File: config.mk
export PLATFORM = sky130hd
export DESIGN_NAME = rgbg_ctrl
export DESIGN_NICKNAME = d
export VERILOG_FILES = /design/src/hdl/rgbg_pkg.sv /design/src/hdl/rgbg_ctrl.sv
export SDC_FILE = /design/constraint.sdc
export NUM_CORES = 1
export LEC_CHECK = 0
export BUFFER_PORTS_ARGS = -buffer_cell sky130_fd_sc_hd__buf_2
export CORE_ASPECT_RATIO = 1.4
export CORE_MARGIN = 8
export CORE_UTILIZATION = 40
export DETAILED_ROUTE_END_ITERATION = 8
export MAX_ROUTING_LAYER = met4
export PLACE_DENSITY_LB_ADDON = 0.3
export SYNTH_ARGS = -nofsm -noshare
export SYNTH_HDL_FRONTEND = slang
export SYNTH_SLANG_ARGS = --single-unit
File: constraint.sdc
create_clock -name clk -period 8.02 [get_ports clk]
set_clock_uncertainty 0.2 [all_clocks]
set_input_delay 0.401 -clock clk [delete_from_list [all_inputs] [get_ports clk]]
set_output_delay 0.401 -clock clk [all_outputs]
set_load 0.01 [all_outputs]
File: src/hdl/rgbg_pkg.sv
`timescale 1ns / 1ps

package rgbg_pkg;

    localparam int PIX_W = 8;
    // top + 2*mid + bottom of 8-bit samples
    localparam int SUM_W = 10;
    // full 1-2-1 weighted sum of three column sums, before the /16
    localparam int ACC_W = 12;
    localparam int CFG_W = 11;

    localparam logic [CFG_W-1:0] FRAME_WIDTH_RESET  = CFG_W'(1024);
    localparam logic [CFG_W-1:0] FRAME_HEIGHT_RESET = CFG_W'(1024);

    typedef enum logic {
        REQ_PIXEL = 1'b0,
        REQ_DRAIN = 1'b1
    } req_t;

    typedef enum logic {
        CFG_FRAME_WIDTH  = 1'b0,
        CFG_FRAME_HEIGHT = 1'b1
    } cfg_idx_t;

    // where one tap of the vertical 1-2-1 comes from
    typedef enum logic [1:0] {
        SRC_PIX   = 2'd0,
        SRC_LOWER = 2'd1,
        SRC_UPPER = 2'd2
    } src_t;

    // [2] red, [1] green, [0] blue
    typedef logic [2:0][PIX_W-1:0] rgb_t;
    typedef logic [2:0][SUM_W-1:0] col_sum_t;

    // decoded stream position, handed from the sequencer to the filter stage
    typedef struct packed {
        logic real_px;
        logic col0;
        logic has_res;
        logic eor;
        logic eof;
        src_t src_top;
        src_t src_mid;
        src_t src_bot;
        rgb_t pix;
    } step_t;

endpackage

File: src/hdl/rgbg_ctrl.sv
`timescale 1ns / 1ps

module rgbg_ctrl #(
    parameter int MAX_WIDTH  = 1024,
    parameter int MAX_HEIGHT = 1024,
    localparam int CW = (MAX_WIDTH > 1) ? $clog2(MAX_WIDTH) : 1,
    localparam int WW = $clog2(MAX_WIDTH + 1),
    localparam int HW = $clog2(MAX_HEIGHT + 1)
) (
    input  logic             clk,
    input  logic             rst_n,
    input  logic             in_valid,
    input  rgbg_pkg::req_t   in_req,
    input  rgbg_pkg::rgb_t   in_pix,
    input  logic [WW-1:0]    frame_w,
    input  logic [HW-1:0]    frame_h,
    input  logic             adv_ok,
    output logic             in_ready,
    output logic             step_valid,
    output rgbg_pkg::step_t  step,
    output logic [CW-1:0]    step_addr
);
    import rgbg_pkg::*;

    localparam int CXW = WW + 1;
    // rows run up to height + 1 while the frame drains
    localparam int RW  = $clog2(MAX_HEIGHT + 2);
    localparam int RXW = RW + 1;

    logic [CW-1:0]  col_reg, col_next;
    logic [RW-1:0]  row_reg, row_next;
    logic           drain_reg, drain_next;

    logic           skip_pend;
    logic           accept;
    logic           pix_go;
    logic           drain_go;
    logic           skip_go;
    logic           restart;
    logic [CW-1:0]  col;
    logic [RW-1:0]  row;
    logic [CXW-1:0] col_x, w_x;
    logic [RXW-1:0] row_x, h_x;
    logic           col_wrap;
    logic           row_last;
    logic           h_one;

    always_comb
    begin
        // one-row frame: the first drain position yields nothing, step over it here
        skip_pend  = drain_reg && (col_reg == '0) && (row_reg < RW'(2));
        in_ready   = adv_ok && !skip_pend;
        accept     = in_valid && in_ready;
        pix_go     = accept && (in_req == REQ_PIXEL);
        drain_go   = accept && (in_req == REQ_DRAIN) && drain_reg;
        skip_go    = skip_pend && adv_ok;
        step_valid = pix_go || drain_go || skip_go;

        // a pixel during drain drops what is pending and opens a new frame
        restart = pix_go && drain_reg;
        col     = restart ? '0 : col_reg;
        row     = restart ? '0 : row_reg;

        col_x    = CXW'(col);
        w_x      = CXW'(frame_w);
        row_x    = RXW'(row);
        h_x      = RXW'(frame_h);
        col_wrap = (col_x + CXW'(1)) >= w_x;
        row_last = (row_x + RXW'(1)) >= h_x;
        h_one    = (h_x == RXW'(1));

        step.real_px = pix_go;
        step.col0    = (col == '0);
        step.has_res = step.col0 ? (row_x >= RXW'(2)) : (row_x >= RXW'(1));
        step.eor     = step.col0 || (col_x >= w_x);
        step.eof     = step.eor &&
                       (step.col0 ? (row_x >= h_x + RXW'(1)) : (row_x >= h_x));
        step.pix     = in_pix;

        if (pix_go)
        begin
            priority if (row_x >= RXW'(2))
                step.src_top = SRC_UPPER;
            else if (row_x == RXW'(1))
                step.src_top = SRC_LOWER;
            else
                step.src_top = SRC_PIX;
            step.src_mid = (row_x >= RXW'(1)) ? SRC_LOWER : SRC_PIX;
            step.src_bot = SRC_PIX;
        end
        else
        begin
            // past the last row: rows clamp to the bottom edge
            step.src_top = ((row_x >= h_x + RXW'(1)) || h_one) ? SRC_LOWER : SRC_UPPER;
            step.src_mid = ((row_x >= h_x) || h_one) ? SRC_LOWER : SRC_UPPER;
            step.src_bot = row_last ? SRC_LOWER : SRC_UPPER;
        end

        step_addr = col;

        col_next   = col_reg;
        row_next   = row_reg;
        drain_next = drain_reg;
        if (step_valid)
        begin
            if (col_wrap)
            begin
                col_next = '0;
                row_next = row + RW'(1);
            end
            else
            begin
                col_next = col + CW'(1);
                row_next = row;
            end
            if (pix_go)
                drain_next = row_last && col_wrap;
            else if (drain_go && step.has_res && step.eof)
            begin
                col_next   = '0;
                row_next   = '0;
                drain_next = 1'b0;
            end
        end
    end

    always_ff @(posedge clk or negedge rst_n)
    begin
        if (!rst_n)
        begin
            col_reg   <= '0;
            row_reg   <= '0;
            drain_reg <= 1'b0;
        end
        else
        begin
            col_reg   <= col_next;
            row_reg   <= row_next;
            drain_reg <= drain_next;
        end
    end

endmodule

==> summary.txt <==
Synth
  – Mapped Area: about 3400 um^2
  – Area leader, netlist: ha_1
  – Area contributors post-synth: ha_1, dfrtp_1, buf_4, xnor2_1, a21oi_1
  – Synth top area share: a little over a fifth
  – Simple-gate share of the synthesized area: 23.60%
  – Synthesized area per cell: 7.989 um^2
  – Post-synthesis register bit count: 22
  – Post-Synth XOR/XNOR Area: 6.434%
  – Most numerous cell in the Yosys netlist: ha_1
  – Ys flop type: dfrtp_1
  – Post-synthesis adder-cell area fraction: 20.96%
  – Number of synthesized flops with an enable pin: 0
  – Mux contribution to synthesized area: 0.2941%
  – Compound-Gate Fraction of Synth Area: a little over a fifth
  – Sequential fraction of the synthesis area: approximately 16%
  – Ys async rst share: 100.0%
  – Cell count after synthesis: 426
  – Main combinational cell family by area after synthesis: simple AND/OR/NAND/NOR gates
  – Netlist cell types: 58
  – Top cells by count, synth: ha_1, inv_1, a21oi_1
  – Syn nets: 534
  – Synth Warn #: 0

Setup path
  – Startpoint Class: register
  – Critical path, cell by cell: nor4_4 > nand3_2 > o31ai_4 > and2_2 > ha_1 > and3_1 > and3_1 > and3_1 > nand3_1 > xor2_1 > nor2_1 > ha_1 > a21oi_1 > o21ai_0 > a21oi_1 > nor2b_1 > buf_2
  – Worst Path Class, Setup: reg -> out
  – Arr. time, crit path: 4.98 ns
  – CP most frequent cell: and3_1
  – CP max FO: 24
  – Max incr delay on CP: 0.80 ns
  – Critical-path top delay cell: o31ai_4
  – Worst Setup End Kind: output pin
  – Critical Path RT: roughly 7.4 ns

Global routing
  – Gr busiest metal: met2
  – Met2 Resource Use GR: 30.38%
  – GR Util All Layers: about 17%
  – GR Layer Usage met3: 2.156%
  – Total gr overflow: 0
  – Largest net degree at the start of global routing: 25
  – Initial antenna violation count: 0
  – First-pass GRT wire length: 16130 um
  – Met1 Usage GRT: around a fifth
  – Vias in the first global route: 3388

Placed design
  – GP Congestion: 0.8931
  – Dpl hpwl: 7826 um
  – Number of port buffers: a little under 50
  – Placed Instances: about 550

Clock tree
  – Worst-path clk slew: roughly 0.06 ns
  – Clock sink total: 22
  – Root buf cell: clkbuf_16
  – Clock tree buffer depth: 2
  – CTS H-tree depth: 1
  – Setup Buffers After CTS: 0
  – CTS tree: built
  – Total CTS buffers: 3
  – CTS Hold Bufs: 1
  – Worst-skew pair later-pin latency: 0.26 ns
  – Cts repair resizes: 0

Floorplanning
  – Ports: 98
  – Die ar.: 11760 um^2
  – Die Y: 125.1 um
  – Initial Util: 40.48%
  – Rows: 40
  – CORE AREA: 8408 um^2
  – Horiz. Die Dim: 93.96 um

STA
  – F_max: between 0.15 and 0.2 GHz
  – Slew Limit Fails: 0
  – Headroom to the max-slew limit: 32.72%
  – Final Critical Period: 5.581 ns
  – Final Hold Violating Endpoints: 0
  – Final setup vio count: 0
  – Final period utilization: 69.59%
  – RSZ-0062 raised after global routing: false
  – Slew @ Worst Pin: 1.007 ns
  – Setup TNS: 0 ns

Layout
  – Final net count: ~550
  – Largest register FFs: 11
  – N_diodes: 0
  – Core Util, Final: 43.69%
  – Layout cell share with drive strength beyond 1: 15.96%
  – Synthesis-to-finish area growth: 7.941%
  – Fillers: ~890
  – Final Non-Filler Cells: 550

Drt
  – TritonRoute pass-1 iters: 4
  – Wirelength per Cell: 17.19 um
  – Initial DRC Count: 186
  – Vias per Instance: ~5.7
  – Routed vias: approximately 3100
  – Post-detailed-routing wire length: 9454 um
  – Residual DRC: 0
  – Detail Route Antenna Nets: 0

Outcome
  – Status: complete, no violations

Pwr
  – Leak Pwr: 1.930 nW
  – Power per Cell Area: 189.4 nW/um^2
  – Peak VDD IR: 0.1426 mV

Hold path
  – Worst min path class: reg -> reg

Job
  – Max cap viols: 0
worst max-delay path: cells and delay by family, from the launching register on:
kind            cells  cell delay [ns]
simple gates        9             2.08
fa+ha+maj           2             0.55
buf+inv             1             0.15
compound gates      4             1.29
flops               1             0.50
xor+xnor            1             0.16
routing by layer:
metal / vias to the layer above / wire length (um)
met2: 111 / 5075
met3: 22 / 394
met4: 0 / 154
met1: 1455 / 3830
li1: 1561 / -
met5: - / 0
cells in the final DEF, fill, tap and decap left out, types with 9 or more instances in the layout:
cell type,instances
and3_1,14
a21oi_1,29
nand2_1,24
a21o_1,9
ha_1,57
xnor2_1,20
a32o_1,10
dfrtp_1,22
and2_1,14
o21ai_0,17
nor2_1,26
nand3_1,21
inv_1,37
buf_2,49
final timing paths:
check                                 from          end  slack, ns  cells past startpoint
worst max-delay path            row_reg[4]     step[25]       2.44                     17
min in group asynchronous            rst_n   col_reg[8]       0.45                      2
worst min-delay path            col_reg[1]   col_reg[1]       0.37                      1
worst min register to register  col_reg[1]   col_reg[1]       0.37                      1
max in group asynchronous            rst_n   col_reg[9]       6.81                      2
worst max register to register  row_reg[4]  row_reg[10]       2.76                     14
power by group:
part	switching [mW]	internal (mW)	leakage, nW
combinational	0.226	0.166	1.58
clock	0.0433	0.0992	0.0511
sequential	0.0307	0.131	0.300
total	0.300	0.396	1.93
cell families (layout without fill, tap and decap cells):
| kind of cell | count (synthesis) | count (layout) |
|---|---|---|
| compound gates | 103 | 103 |
| xor+xnor | 25 | 25 |
| fa+ha+maj | 57 | 57 |
| buf+inv | 74 | 93 |
| flops | 22 | 22 |
| mux | 1 | 1 |
| simple gates | 144 | 144 |
area by class of cell:
type / count / area (um^2) / share of cell area (%)
Multi-Input combinational cell: 330 / 2477 / 67.44
Sequential cell: 22 / 550.5 / 14.99
Timing Repair Buffer: 52 / 270.3 / 7.357
Inverter: 37 / 138.9 / 3.781
Tap cell: 105 / 131.4 / 3.576
Clock buffer: 3 / 75.07 / 2.044
Clock inverter: 1 / 30.03 / 0.8174
per-stage QoR:
step | hold WS, ns | total power [mW] | worst slack, ns | cell area, um^2
floorplan | -0.09459 | 0.4328 | 3.574 | 3403
global placement | 0.2051 | 0.5501 | 2.818 | 3558
detailed placement | 0.2096 | 0.5578 | 2.710 | 3558
CTS | 0.3726 | 0.7020 | 2.423 | 3674
global route | 0.4032 | 0.7528 | 1.918 | 3674
finish | 0.3678 | 0.6959 | 2.439 | 3674
Note: power is estimated with default switching activity, not from simulation.
