<file path="src/hdl/rgbg_pkg.sv">
`timescale 1ns / 1ps

package rgbg_pkg;

    localparam int PIX_W = 8;
    // top + 2*mid + bottom of 8-bit samples
    localparam int SUM_W = 10;
    // full 1-2-1 weighted sum of three column sums, before the /16
    localparam int ACC_W = 12;
    localparam int CFG_W = 11;

    localparam logic [CFG_W-1:0] FRAME_WIDTH_RESET  = CFG_W'(1024);
    localparam logic [CFG_W-1:0] FRAME_HEIGHT_RESET = CFG_W'(1024);

    typedef enum logic {
        REQ_PIXEL = 1'b0,
        REQ_DRAIN = 1'b1
    } req_t;

    typedef enum logic {
        CFG_FRAME_WIDTH  = 1'b0,
        CFG_FRAME_HEIGHT = 1'b1
    } cfg_idx_t;

    // where one tap of the vertical 1-2-1 comes from
    typedef enum logic [1:0] {
        SRC_PIX   = 2'd0,
        SRC_LOWER = 2'd1,
        SRC_UPPER = 2'd2
    } src_t;

    // [2] red, [1] green, [0] blue
    typedef logic [2:0][PIX_W-1:0] rgb_t;
    typedef logic [2:0][SUM_W-1:0] col_sum_t;

    // decoded stream position, handed from the sequencer to the filter stage
    typedef struct packed {
        logic real_px;
        logic col0;
        logic has_res;
        logic eor;
        logic eof;
        src_t src_top;
        src_t src_mid;
        src_t src_bot;
        rgb_t pix;
    } step_t;

endpackage

</file>
<file path="src/hdl/rgbg_out_if.sv">
`timescale 1ns / 1ps

interface rgbg_out_if;
    logic                       valid;
    logic                       ready;
    logic [rgbg_pkg::PIX_W-1:0] out_red;
    logic [rgbg_pkg::PIX_W-1:0] out_green;
    logic [rgbg_pkg::PIX_W-1:0] out_blue;
    logic                       end_of_row;
    logic                       end_of_frame;

    modport source (output valid, out_red, out_green, out_blue, end_of_row, end_of_frame,
                    input ready);
    modport sink   (input valid, out_red, out_green, out_blue, end_of_row, end_of_frame,
                    output ready);
endinterface

</file>
<file path="src/hdl/rgbg_window.sv">
`timescale 1ns / 1ps

module rgbg_window #(
    parameter int AW = 10
) (
    input  logic            clk,
    input  logic            rst_n,
    input  logic            step_valid,
    input  rgbg_pkg::step_t step,
    input  logic [AW-1:0]   step_addr,
    input  rgbg_pkg::rgb_t  upper_q,
    input  rgbg_pkg::rgb_t  lower_q,
    output logic            adv_ok,
    output logic            wr_en,
    output logic [AW-1:0]   wr_addr,
    output rgbg_pkg::rgb_t  wr_pix,
    rgbg_out_if.source      results
);
    import rgbg_pkg::*;

    logic           b_valid_reg;
    step_t          b_step_reg;
    logic [AW-1:0]  b_addr_reg;
    col_sum_t       win_reg [3];
    logic           out_valid_reg;
    rgb_t           out_pix_reg;
    logic           out_eor_reg;
    logic           out_eof_reg;

    logic           b_go;
    rgb_t           pt, pm, pb;
    col_sum_t       s_sum;
    logic [ACC_W-1:0] acc [3];
    rgb_t           res_pix;

    function automatic rgb_t pick(input src_t sel, input rgb_t p, input rgb_t l, input rgb_t u);
        rgb_t r;
        unique case (sel)
            SRC_PIX:   r = p;
            SRC_LOWER: r = l;
            SRC_UPPER: r = u;
            default:   r = p;
        endcase
        return r;
    endfunction

    always_comb
    begin
        b_go   = b_valid_reg && (!b_step_reg.has_res || !out_valid_reg || results.ready);
        adv_ok = !b_valid_reg || b_go;

        pt = pick(b_step_reg.src_top, b_step_reg.pix, lower_q, upper_q);
        pm = pick(b_step_reg.src_mid, b_step_reg.pix, lower_q, upper_q);
        pb = pick(b_step_reg.src_bot, b_step_reg.pix, lower_q, upper_q);

        for (int k = 0; k < 3; k++)
        begin
            s_sum[k] = SUM_W'(pt[k]) + SUM_W'({pm[k], 1'b0}) + SUM_W'(pb[k]);
            if (b_step_reg.col0)
                // right edge replicated: L + 2C + R with R = C
                acc[k] = ACC_W'(win_reg[1][k]) + ACC_W'(win_reg[2][k])
                       + ACC_W'({win_reg[2][k], 1'b0});
            else
                acc[k] = ACC_W'(win_reg[1][k]) + ACC_W'({win_reg[2][k], 1'b0})
                       + ACC_W'(s_sum[k]);
            res_pix[k] = acc[k][ACC_W-1:4];
        end

        wr_en   = b_go && b_step_reg.real_px;
        wr_addr = b_addr_reg;
        wr_pix  = b_step_reg.pix;
    end

    always_ff @(posedge clk or negedge rst_n)
    begin
        if (!rst_n)
            b_valid_reg <= 1'b0;
        else if (adv_ok)
            b_valid_reg <= step_valid;
    end

    always_ff @(posedge clk)
    begin
        if (step_valid && adv_ok)
        begin
            b_step_reg <= step;
            b_addr_reg <= step_addr;
        end
    end

    // column 0 fills the window (left edge replicated), else shift left
    always_ff @(posedge clk or negedge rst_n)
    begin
        if (!rst_n)
        begin
            win_reg[0] <= '0;
            win_reg[1] <= '0;
            win_reg[2] <= '0;
        end
        else if (b_go)
        begin
            if (b_step_reg.col0)
            begin
                win_reg[0] <= s_sum;
                win_reg[1] <= s_sum;
                win_reg[2] <= s_sum;
            end
            else
            begin
                win_reg[0] <= win_reg[1];
                win_reg[1] <= win_reg[2];
                win_reg[2] <= s_sum;
            end
        end
    end

    always_ff @(posedge clk or negedge rst_n)
    begin
        if (!rst_n)
            out_valid_reg <= 1'b0;
        else if (b_go && b_step_reg.has_res)
            out_valid_reg <= 1'b1;
        else if (results.ready)
            out_valid_reg <= 1'b0;
    end

    always_ff @(posedge clk)
    begin
        if (b_go && b_step_reg.has_res)
        begin
            out_pix_reg <= res_pix;
            out_eor_reg <= b_step_reg.eor;
            out_eof_reg <= b_step_reg.eof;
        end
    end

    assign results.valid        = out_valid_reg;
    assign results.out_red      = out_pix_reg[2];
    assign results.out_green    = out_pix_reg[1];
    assign results.out_blue     = out_pix_reg[0];
    assign results.end_of_row   = out_eor_reg;
    assign results.end_of_frame = out_eof_reg;

endmodule

</file>
<file path="src/flat_wrapper.sv">
// flat-port wrapper written by rule: the top's interface ports become plain ports
module rgbg_window_flat import rgbg_pkg::*;
#(
    parameter int AW = 10
)
  (clk, rst_n, step_valid, step, step_addr, upper_q, lower_q, adv_ok, wr_en, wr_addr, wr_pix, results_valid, results_out_red, results_out_green, results_out_blue, results_end_of_row, results_end_of_frame, results_ready);
  rgbg_out_if results_i ();
  input  logic clk;
  input  logic rst_n;
  input  logic step_valid;
  input  rgbg_pkg::step_t step;
  input  logic [AW-1:0] step_addr;
  input  rgbg_pkg::rgb_t upper_q;
  input  rgbg_pkg::rgb_t lower_q;
  output logic adv_ok;
  output logic wr_en;
  output logic [AW-1:0] wr_addr;
  output rgbg_pkg::rgb_t wr_pix;
  output wire logic [$bits(results_i.valid)-1:0] results_valid;
  output wire logic [$bits(results_i.out_red)-1:0] results_out_red;
  output wire logic [$bits(results_i.out_green)-1:0] results_out_green;
  output wire logic [$bits(results_i.out_blue)-1:0] results_out_blue;
  output wire logic [$bits(results_i.end_of_row)-1:0] results_end_of_row;
  output wire logic [$bits(results_i.end_of_frame)-1:0] results_end_of_frame;
  input wire logic [$bits(results_i.ready)-1:0] results_ready;
  assign results_valid = results_i.valid;
  assign results_out_red = results_i.out_red;
  assign results_out_green = results_i.out_green;
  assign results_out_blue = results_i.out_blue;
  assign results_end_of_row = results_i.end_of_row;
  assign results_end_of_frame = results_i.end_of_frame;
  assign results_i.ready = results_ready;
  rgbg_window #(.AW(AW)) u_core (.clk(clk), .rst_n(rst_n), .step_valid(step_valid), .step(step), .step_addr(step_addr), .upper_q(upper_q), .lower_q(lower_q), .adv_ok(adv_ok), .wr_en(wr_en), .wr_addr(wr_addr), .wr_pix(wr_pix), .results(results_i));
endmodule
</file>
<file path="config.mk">
export PLATFORM = sky130hd
export DESIGN_NAME = rgbg_window_flat
export DESIGN_NICKNAME = d
export VERILOG_FILES = /design/src/hdl/rgbg_pkg.sv /design/src/hdl/rgbg_out_if.sv /design/src/hdl/rgbg_window.sv /design/src/flat_wrapper.sv
export SDC_FILE = /design/constraint.sdc
export NUM_CORES = 1
export LEC_CHECK = 0
export BUFFER_PORTS_ARGS = -buffer_cell sky130_fd_sc_hd__buf_4
export CELL_PAD_IN_SITES_DETAIL_PLACEMENT = 0
export CELL_PAD_IN_SITES_GLOBAL_PLACEMENT = 1
export CORE_ASPECT_RATIO = 1.25
export CORE_UTILIZATION = 49
export CTS_CLUSTER_DIAMETER = 150
export DETAILED_ROUTE_END_ITERATION = 10
export HOLD_SLACK_MARGIN = 0.03
export PLACE_DENSITY_LB_ADDON = 0.1
export SYNTH_ARGS = -nofsm -noshare
export SYNTH_HDL_FRONTEND = slang
export SYNTH_SLANG_ARGS = --single-unit
</file>
<file path="constraint.sdc">
create_clock -name clk -period 11.9 [get_ports clk]
set_input_delay 1.785 -clock clk [delete_from_list [all_inputs] [get_ports clk]]
set_output_delay 1.785 -clock clk [all_outputs]
set_load 0.005 [all_outputs]
</file>
==> results.ini <==
[grt]
grt_max_degree = 85
grt.overflow.total = 0
antenna_found_initial = 0
grt_pass1_vias = 9085
grt_pass1_wl_um = 44500
grt_usage_pct = 22.85

[synthesis]
avgSynthCellArea_um2 = 8.999
synth.top_cell.area_share_pct = 18.31
syn_inst = 1294
ys.flop_type = edfxtp_1
synth_edf_count = 71
yosysTopAreaCell = edfxtp_1
syn_area_mm2 = 0.01164
ys_async_sr_fraction_pct = 46.62
synth_nets = 1559
synth.distinct_cells = 52
synth.area.top_cells = edfxtp_1 18%, dfrtp_1 13%, ha_1 12%
ys_seq_area_share_pct = 31.63
ys_seq_elements = 133
ys_warn_count = 0

[final_layout]
largest_reg_flops = 60
synthToLayoutAreaGrowth_pct = 16.17
drive_above_1_share_pct = 15.44
layout.nets = 1677
final_common_cell = buf_4
final_cell_mix = 172 x buf_4, 155 x inv_1, 118 x a21oi_1
diodes = 0
fillCellCount = 2120

[setup_path]
cpPeakStageDelay_ps = 540
path_common_cell = a21oi_1
crit_path_start_kind = primary input
cp_cell_sequence = buf_4 -> a22oi_1 -> nor2_1 -> a21oi_1 -> fa_1 -> inv_1 -> ha_1 -> a21o_1 -> a21oi_1 -> o21bai_1 -> a21oi_1 -> xnor2_1 -> inv_1 -> fa_1 -> inv_1 -> ha_1 -> a21o_1 -> a21oi_1 -> o211ai_1 -> a31oi_1 -> nor2b_1 -> o31a_1
setup.worst_path.end_class = register
crit_buf_inv = 4
cp_top_family = compound AO/OA/AOI/OAI gates
path_class = primary input to register
cp_max_fo = 4
required_ps = 12080
arrival_ps = 6110
critPathSlowestCell = fa_1

[timing]
slew_headroom_pct = 21.19
worst_pin_slew_ps = 1167
setup_viol_count_final = 0
max_freq_mhz = 168.6
fin_crit_ps = 5931
finalSetupTns_ps = 0
rsz0062_at_grt = false
drv_slew = 0
finClkSkew_ps = 8.588
whs_ps = 432.2
hold_violations = 0
period_share_pct = 49.84

[power_and_ir_drop]
pwr-share-seq_pct = 18.0
pwr-share-clk_pct = 11.4
switching_share_pct = 45.38
p_leak_nw = 6.398
netSwitchingPower_mw = 2.114
intPower_mw = 2.545
powerDensity_mw_per_mm2 = 344.4
ir_drop_v = 0.0001615
p_comb_share_pct = 70.6

[route]
postRouteWirelength_um = 26630
drt_iter0_drc = 400
ant_nets = 0
drc_errors = 0
via_per_inst = 5.488
via_count = 9401
firstDrtPassIters = 5
wire_per_inst_um = 15.55

[floorplanning]
start_util_pct = 50.37
fp.dieW_um = 139.9
placementRows = 62
core_area_mm2 = 0.02312
chipHeight_um = 174.4
ios = 160
dieArea_mm2 = 0.02439

[clock_tree]
clockBufferDepth = 2
clock-root-buffer = clkbuf_16
cts-htree-levels = 4
cts_setup_buffers = 0
ctsResizeCount = 0
ctsHoldBuffers = 0
cts.sinks = 133
cts_tree = yes
clk_pin_slew_ps = 60
clk_latency_ps = 430
cts_made_buffers = 17

[place]
hpwl_um = 20220
numPortBuffers = 159
gp_congestion = 0.8141

[outcome]
status = finished, final reports clean

[run]
cap_violations = 0

[hold_path]
hold_path_class = register to register

==> path summary, 6_finish.rpt <==
path | startpoint | endpoint | slack (ps) | cells past startpoint
min | u_core.b_step_reg[31] | u_core.results.end_of_row | 430 | 0
min in group asynchronous | rst_n | u_core.win_reg[28] | 1440 | 1
max reg2reg | u_core.b_step_reg[29] | u_core.results.out_green[7] | 6110 | 17
max in group asynchronous | rst_n | u_core.win_reg[19] | 9900 | 1
min reg2reg | u_core.b_step_reg[31] | u_core.results.end_of_row | 430 | 0
max | upper_q[9] | u_core.results.out_green[7] | 5970 | 22
==> layer usage <==
| metal | share of wire [%] | vias up | track usage, % |
|---|---|---|---|
| li1 | - | 4728 | - |
| met1 | 47 | 4440 | 30.38 |
| met3 | 5.2 | 22 | 4.959 |
| met5 | 0 | - | 0 |
| met4 | 1.1 | 0 | 5.998 |
| met2 | 47 | 211 | 37.58 |
==> logic make-up after synthesis <==
group | count (synthesis) | share of synthesized area, %
and+or+nand+nor | 299 | 11.87
muxes | 30 | 2.643
xor gates and xnor gates | 73 | 5.490
DFF | 133 | 31.63
adders and majority gates | 168 | 21.53
AOI/OAI and AO/OA | 363 | 18.71
buffers and inverters | 228 | 8.123
==> stage by stage <==
stage / total power [mW] / worst slack, ps / util [%] / cell area [µm²] / instances
finish: 4.659 / 5969 / 58.52 / 13530 / 1713
global route: 5.206 / 5577 / 58.52 / 13530 / 1713
CTS: 4.702 / 5964 / 58.52 / 13530 / 1713
detailed placement: 4.146 / 5513 / 55.96 / 12940 / 1681
global placement: 4.094 / 5544 / 55.96 / 12940 / 1681
floorplan: 3.420 / 6015 / - / 11640 / 1294
==> cells in the mapped netlist, types with 2 or more instances <==
cell type / n
a211oi_1: 7
a21boi_0: 3
a21o_1: 13
a21oi_1: 118
a22oi_1: 72
a31o_2: 2
a31oi_1: 6
and2_1: 4
and3_1: 7
and4b_1: 3
buf_1: 5
buf_4: 24
clkbuf_1: 44
dfrtp_1: 62
edfxtp_1: 71
fa_1: 54
ha_1: 114
inv_1: 155
mux2_2: 6
mux2i_1: 24
nand2_1: 102
nand2b_1: 14
nand3_1: 21
nand3b_1: 8
nand4_1: 9
nor2_1: 87
nor2b_1: 7
nor3_1: 18
nor3b_1: 3
o211ai_1: 8
o21a_1: 5
o21ai_0: 105
o21bai_1: 5
o221ai_1: 3
o22ai_1: 3
o31ai_1: 2
o41ai_1: 4
or2_2: 5
or3_1: 7
xnor2_1: 41
xor2_1: 32
==> power by group through the flow <==
stage / clock network, mW / registers [mW] / logic, mW
after floorplan: 0 / 0.813 / 2.61
after global placement: 0 / 0.847 / 3.25
after detailed placement: 0 / 0.848 / 3.30
after CTS: 0.545 / 0.841 / 3.32
after global routing: 0.563 / 0.859 / 3.78
final: 0.532 / 0.838 / 3.29
==> final cells by class <==
| class | instances | area (µm²) | area share [%] |
|---|---|---|---|
| timing repair buffer | 172 | 1291 | 9.545 |
| clock buffer | 22 | 496.7 | 3.672 |
| multi-input combinational | 933 | 7019 | 51.89 |
| clock inverter | 10 | 95.09 | 0.7029 |
| inverter | 155 | 581.8 | 4.301 |
| sequential | 133 | 3684 | 27.23 |
| tap | 288 | 360.3 | 2.664 |
==> worst register-to-register path, delay by kind of cell, from the launching register on <==
kind	cells	cell delay (ps)
adder cells (fa/ha/maj)	6	2740
AO/OA/AOI/OAI	7	1650
buffers and inverters	2	450
flip-flops	1	390
XOR/XNOR	1	210
AND/OR/NAND/NOR	1	90
Power figures use the tool's default switching activity.
